**config.mk**
```make
export PLATFORM = sky130hd
export DESIGN_NAME = fic_cell
export DESIGN_NICKNAME = d
export VERILOG_FILES = /design/src/design/fic_pkg.sv /design/src/design/fic_cell.sv
export SDC_FILE = /design/constraint.sdc
export NUM_CORES = 1
export LEC_CHECK = 0
export ABC_CLOCK_PERIOD_IN_PS = 6700
export BUFFER_PORTS_ARGS = -buffer_cell sky130_fd_sc_hd__buf_2
export CAP_MARGIN = 15
export CORE_MARGIN = 8
export CORE_UTILIZATION = 45
export CTS_CLUSTER_DIAMETER = 150
export DETAILED_ROUTE_END_ITERATION = 10
export PLACE_DENSITY = 0.78
export SYNTH_ARGS = -nofsm -noshare
export SYNTH_HDL_FRONTEND = slang
export SYNTH_SLANG_ARGS = --single-unit
```
**constraint.sdc**
```tcl
create_clock -name clk -period 6.7 [get_ports clk]
set_input_delay 1.34 -clock clk [delete_from_list [all_inputs] [get_ports clk]]
set_output_delay 1.34 -clock clk [all_outputs]
set_load 0.01 [all_outputs]
```
**src/design/fic_pkg.sv**
```systemverilog
// Package for the frequent-items counter table: constants and shared types.
`timescale 1ns / 1ps
package fic_pkg;

  localparam int NUM_SLOTS_DEF = 64;
  localparam int KEY_BITS_DEF  = 64;
  localparam int CNT_W         = 32;
  localparam int FRAC_W        = 16;
  localparam int RHS_W         = CNT_W + FRAC_W;

  localparam logic [CNT_W-1:0] CNT_MAX = '1;

  localparam logic OP_UPDATE = 1'b0;
  localparam logic OP_REPORT = 1'b1;

  // Shared control for every cell in the row
  typedef struct packed {
    logic rotate;   // shift the ring by one cell toward cell 0
    logic write;    // apply an update (hit increment or free-slot claim)
    logic dec_all;  // drop every nonzero count by one
  } cell_ctrl_t;

endpackage

```
**src/design/fic_cell.sv**
```systemverilog
// One counter slot: key and count, with compare, update and ring shift.
`timescale 1ns / 1ps
module fic_cell import fic_pkg::*; #(
  parameter int KEY_BITS = KEY_BITS_DEF
) (
  input  logic                clk,
  input  logic                rst_n,
  input  cell_ctrl_t          ctrl,
  input  logic [KEY_BITS-1:0] bcast_key,
  input  logic                sel_hit,
  input  logic                sel_claim,
  input  logic [KEY_BITS-1:0] nb_key,
  input  logic [CNT_W-1:0]    nb_count,
  output logic [KEY_BITS-1:0] key_q,
  output logic [CNT_W-1:0]    count_q,
  output logic                hit
);

  logic [KEY_BITS-1:0] key_r, key_nxt;
  logic [CNT_W-1:0]    count_r, count_nxt;

  assign hit     = (count_r != '0) && (key_r == bcast_key);
  assign key_q   = key_r;
  assign count_q = count_r;

  // next state of the slot
  always_comb begin
    key_nxt   = key_r;
    count_nxt = count_r;
    if (ctrl.rotate) begin
      key_nxt   = nb_key;
      count_nxt = nb_count;
    end else if (ctrl.write && sel_hit) begin
      if (count_r != CNT_MAX) count_nxt = count_r + CNT_W'(1);
    end else if (ctrl.write && sel_claim) begin
      key_nxt   = bcast_key;
      count_nxt = CNT_W'(1);
    end else if (ctrl.dec_all && (count_r != '0)) begin
      count_nxt = count_r - CNT_W'(1);
    end
  end

  always_ff @(posedge clk) begin
    if (!rst_n) begin
      count_r <= '0;
    end else begin
      count_r <= count_nxt;
    end
  end

  // key holds no reset: only read while the count is nonzero
  always_ff @(posedge clk) begin
    key_r <= key_nxt;
  end

endmodule

```
==> reports/metrics.cfg, run 1 <==
[run_status]
status = finished clean

[drt]
routed_via_density = 5.94
ant_nets = 0
drt_first_iter_violations = 627
wl_per_cell_um = 22.0
first_pass_iters = 5
wirelength_um = 23700
drc = 0
via_count = 6406

[final_layout]
area_delta_synth_final_pct = 26.3
nets = 1058
fin_util_pct = 58.4
final_common_cell = buf_2
register_area_sq_mm = 0.00256
multi_input_area_sq_mm = 0.00364
drive_gt1_share_pct = 41.5
fillers = 1250
layout_common_cells = buf_2, xnor2_1, mux2_2, edfxtp_1, nand2_1
fin_area_sq_mm = 0.00814

[synthesis]
synthArstFlopShare_pct = 0
syn_nets = 829
synth_cells = 660
yosysSeqAreaShare_pct = 39.7
ys_ff_latch = 96
synthFlopType = edfxtp_1
synth.distinct_cells = 61
synth_area_sq_mm = 0.00645
syn_avg_cell_area_sq_um = 9.77
synth_enable_flop_cells = 64
yosys_warnings = 0

[flow_run]
maxCapViolCount = 0

[floorplan]
start_util_pct = 46.3
die_h_um = 136
dieArea_sq_mm = 0.0184
num_rows = 43
die_w_um = 136
coreArea_sq_mm = 0.0139
pin_count = 264

[critical_path]
crit_fanout = 2
cp-end-kind = primary output
worstRegToRegCells = 7
cp.required_ps = 5360
worstReg2RegStart = count_q[6]$_SDFFE_PN0P_
startpoint_type = primary input
startpoint = bcast_key[26]
crit_arrival_ps = 2910
critPathKind = primary input to primary output
reg2reg_slack_ps = 3300

[place]
dpl_cell_area_sq_mm = 0.00783
hpwl_um = 18200
gp_congestion = 0.980
port-buffer-count = 263
pre_cts_slack_ps = 2420

[timing]
max-slew-margin-rel_pct = 30.3
finClkSkew_ps = 6.57
timing.setup.tns_ps = 0
fin_crit_sh_pct = 63.4
report.final.slew_viol_count = 0
hold_slack_ps = 548
rsz0062_at_grt = false
hold_violations = 0
timing.fmax_ghz = 0.235
layout_min_cycle_time_ps = 4250
worstMarginPinSlew_ps = 1040
worst_slack_ps = 2450
setup_viol = 0

[global_routing]
grt_pass1_vias = 6181
grt_usage_pct = 24.6
grt_max_degree = 66
grt_overflow = 0
grt_pass1_wl_um = 35600
antenna_found_initial = 4

[clock_network]
h-tree-depth = 3
postCtsHoldBufs = 0
post_cts_resized = 0
cts_root_buffer = clkbuf_16
postCtsSetupRepairBufs = 0
cts_max_path_buffers = 2
tritoncts = done
clkSinkCount = 96
clock_latency_ps = 350
cts_made_buffers = 9
clkTransAtPathRegs_ps = 60

[min_path]
hp-class = flop to flop
hold_start = count_q[30]$_SDFFE_PN0P_
min_path_cells = 2

[power_and_ir_drop]
ir_drop_mv = 0.150
power.static_leakage_nw = 3.23
power_density_mw_per_mm2 = 213

==> stage by stage <==
step                      std cells  power [mW]
after global routing           1077        1.81
after detailed placement       1058        1.22
final                          1078        1.73
after floorplan                 660        1.03
after global placement         1058        1.21
after CTS                      1073        1.74
==> cells in the mapped netlist (5+ instances only) <==
cell      number  area [sq um]
nand2_1       41           154
xnor2_1       72           631
mux2_2        64           721
xor2_1         9          78.8
o21ai_0       31           155
and3_1        12          75.1
nor4_1        18           113
nor3_1        22           110
nand3_1       18          90.1
edfxtp_1      64          1920
clkbuf_1      40           150
a221oi_1      11          96.3
nand4_1       32           200
inv_1          8          30.0
nor2_1        35           131
a21oi_1       33           165
buf_2          5          25.0
or3_1          6          37.5
and2_1         5          31.3
o211ai_1      15           113
o221ai_1       7          61.3
dfxtp_1       32           641
and4_1         6          52.6
a31oi_1        6          37.5
==> path summary, 6_finish.rpt <==
check,to
worst max-delay path,hit
worst max register to register,count_q[22]$_SDFFE_PN0P_
worst min-delay path,count_q[30]$_SDFFE_PN0P_
worst min register to register,count_q[30]$_SDFFE_PN0P_
==> area by class of cell <==
cell class                      count  share of cell area (%)
Clock buffer                        9                    2.77
Timing Repair Buffer              271                    16.9
Multi-Input combinational cell    503                    44.7
Sequential cell                    96                    31.5
Clock inverter                      6                   0.845
Tap cell                          180                    2.77
Inverter                            8                   0.369
Antenna cell                        5                   0.154
==> worst max-delay path, cell delays in order <==
cell,delay (ps)
buf_2,120
xnor2_1,170
nand4_1,160
nor4_1,510
nand4_1,200
nor2_1,220
buf_2,180
==> report_power, final <==
group,internal [mW],switching (mW),leakage [nW],total (mW)
combinational,0.201,0.232,2.18,0.433
sequential,0.702,0.0737,0.898,0.775
clock,0.291,0.232,0.148,0.523
==> kinds of logic (layout without fill, tap and decap cells) <==
kind of cell / Yosys count / count (layout) / share of synthesized area, %
xor+xnor: 81 / 81 / 11.0
other cells: 0 / 5 / 0
simple gates: 208 / 208 / 17.5
compound gates: 148 / 148 / 16.0
fa+ha+maj: 2 / 2 / 0.388
buf+inv: 61 / 294 / 4.17
flops: 96 / 96 / 39.7
mux: 64 / 64 / 11.2
==> state kept, by name, summed over array words and instances, names as in the netlist <==
| name | count |
|---|---|
| count_q | 32 |
| key_q | 64 |
==> per-layer routing <==
| metal | vias up | GRT usage, % | part of all wire, % |
|---|---|---|---|
| li1 | 2998 | - | - |
| met1 | 3046 | 29.3 | 39 |
| met2 | 331 | 42.4 | 50 |
| met3 | 31 | 6.97 | 9.6 |
| met4 | 0 | 6.85 | 1.4 |
| met5 | - | 0 | 0 |
No activity file was read; power rests on OpenSTA's default activity.
==> inputs of run 2 (changes only) <==
--- a/config.mk
+++ b/config.mk
@@ -5,7 +5,7 @@
 export SDC_FILE = /design/constraint.sdc
 export NUM_CORES = 1
 export LEC_CHECK = 0
-export ABC_CLOCK_PERIOD_IN_PS = 6700
+export ABC_CLOCK_PERIOD_IN_PS = 3580
 export BUFFER_PORTS_ARGS = -buffer_cell sky130_fd_sc_hd__buf_2
 export CAP_MARGIN = 15
 export CORE_MARGIN = 8
==> constraint.sdc (replaced) <==
create_clock -name clk -period 3.58 [get_ports clk]
set_input_delay 0.716 -clock clk [delete_from_list [all_inputs] [get_ports clk]]
set_output_delay 0.716 -clock clk [all_outputs]
set_load 0.01 [all_outputs]
==> run 2 against run 1 <==
  * First-iteration DRC count fell by 8.6%
  * Flip-flop and latch count unchanged
  * Critical endpoint unchanged
  * Worst hold slack lost 6.5 ps
  * Largest cell class unchanged
  * Routed wire length up 0.28%
  * Total power grew 92%
  * Critical path depth fell by 2
  * Count of clock-buffer cells in the layout is the same
  * Sequential power grew 87%
==> reports/metrics.cfg, run 2 (synthesized netlist as in run 1, its figures left out) <==
[timing]
finClkSkew_ps = 5.95  ; -0.626 ps
setup_viol = 0  ; unchanged
fin_crit_sh_pct = 84.3
rsz0062_at_grt = false
hold_violations = 0  ; unchanged
timing.fmax_ghz = 0.331
timing.setup.tns_ps = 0  ; unchanged
max-slew-margin-rel_pct = 46.7  ; +16 points
worstMarginPinSlew_ps = 797  ; -240 ps
report.final.slew_viol_count = 0  ; unchanged
layout_min_cycle_time_ps = 3020

[floorplan]
die_h_um = 136  ; unchanged
dieArea_sq_mm = 0.0184  ; unchanged
start_util_pct = 46.3  ; unchanged
die_w_um = 136  ; unchanged
pin_count = 264  ; unchanged
num_rows = 43  ; unchanged
coreArea_sq_mm = 0.0139  ; unchanged

[clock_network]
cts_root_buffer = clkbuf_16
tritoncts = done
h-tree-depth = 3  ; unchanged
clkSinkCount = 96  ; unchanged
clock_latency_ps = 350  ; about the same
cts_max_path_buffers = 2  ; unchanged
postCtsHoldBufs = 0  ; unchanged
post_cts_resized = 0  ; unchanged
postCtsSetupRepairBufs = 0  ; unchanged
cts_made_buffers = 9  ; unchanged
clkTransAtPathRegs_ps = 70  ; about the same

[drt]
wirelength_um = 23800  ; +0.28%
drt_first_iter_violations = 573  ; -8.6%
routed_via_density = 5.97  ; +0.47%
ant_nets = 0  ; unchanged
wl_per_cell_um = 21.8  ; -0.73%
first_pass_iters = 5  ; unchanged
drc = 0  ; unchanged
via_count = 6502  ; +1.5%

[critical_path]
cp-end-kind = primary output
crit_fanout = 15  ; +13
crit_arrival_ps = 2300  ; -610 ps
critPathKind = flop to primary output
cp.required_ps = 2860  ; -2500 ps
startpoint_type = flop
max_stage_delay_ps = 720  ; +210 ps
crit_top_cell = nor4_1
path_cells = nor4_1 -> nand4b_4 -> nor4_1 -> nor2_1 -> buf_2
slowest_stage = nor4_1

[run_status]
status = finished clean

[final_layout]
nets = 1069  ; +1.0%
layout.cells.non_filler = 1089  ; +1.0%
drive_gt1_share_pct = 42.0  ; +0.44 points
area_delta_synth_final_pct = 27.8
final_common_cell = buf_2
layout_common_cells = buf_2, xnor2_1, mux2_2, edfxtp_1, nand2_1
largest_register_ffs = 64  ; unchanged

[min_path]
hp-class = flop to flop

[power_and_ir_drop]
power_density_mw_per_mm2 = 403  ; +90%
ir_drop_mv = 0.184  ; +23%
power.static_leakage_nw = 3.29  ; +1.8%
total_power_mw = 3.32  ; +92%

[place]
dp.cells = 1069  ; +1.0%
hpwl_um = 18400  ; +1.2%
port-buffer-count = 263  ; unchanged
gp_congestion = 1.00  ; +2.1%

[global_routing]
grt_usage_pct = 24.7  ; +0.075 points
grt_pass1_wl_um = 35500  ; -0.19%
grt_max_degree = 58  ; -12%
grt_overflow = 0  ; unchanged
grt_pass1_vias = 6305  ; +2.0%
antenna_found_initial = 4  ; unchanged

[flow_run]
maxCapViolCount = 0  ; unchanged

[run 2: through the flow]
step | util, % | hold WS [ps] | instance area (sq um) | worst slack [ps]
after floorplan | - | 531 | 6450 | 527
after global placement | 56.8 | 522 | 7910 | 643
after detailed placement | 56.8 | 532 | 7910 | 677
after CTS | 59.0 | 545 | 8230 | 604
after global routing | 59.1 | 590 | 8240 | 376
final | 59.1 | 541 | 8240 | 562
[run 2: worst paths after layout]
kind,from,end,slack (ps),depth (start not counted)
min,count_q[30]$_SDFFE_PN0P_,count_q[30]$_SDFFE_PN0P_,540,2
min reg2reg,count_q[30]$_SDFFE_PN0P_,count_q[30]$_SDFFE_PN0P_,540,2
max reg2reg,count_q[14]$_SDFFE_PN0P_,count_q[11]$_SDFFE_PN0P_,750,7
max,count_q[14]$_SDFFE_PN0P_,hit,560,5
[run 2: cell type report]
cell class	count	area (sq um)
Tap cell	180	225
Multi-Input combinational cell	503	3630
Clock inverter	7	92.6
Fill cell	1233	5700
Clock buffer	9	225
Antenna cell	4	10.0
Inverter	8	30.0
Timing Repair Buffer	282	1460
Sequential cell	96	2560
[run 2: where the power goes]
part           total, mW  switching (mW)  internal (mW)  leakage, nW
clock network       1.05           0.436          0.613        0.152
logic              0.828           0.440          0.388         2.24
registers           1.45           0.134           1.31        0.898
[run 2: layer usage]
layer | global-route usage (%) | routed length, um | up-vias | share of wire [%]
met2 | 40.8 | 11800 | 374 | 49
met3 | 5.42 | 2170 | 43 | 9.1
li1 | - | - | 3018 | -
met4 | 12.0 | 695 | 0 | 2.9
met5 | 0 | 0 | - | 0
met1 | 29.8 | 9150 | 3067 | 38
[run 2: worst max-delay path, delay by kind of cell (launching register included)]
kind / cells / cell delay (ps)
simple gates: 4 / 1350
buf+inv: 1 / 160
flops: 1 / 440
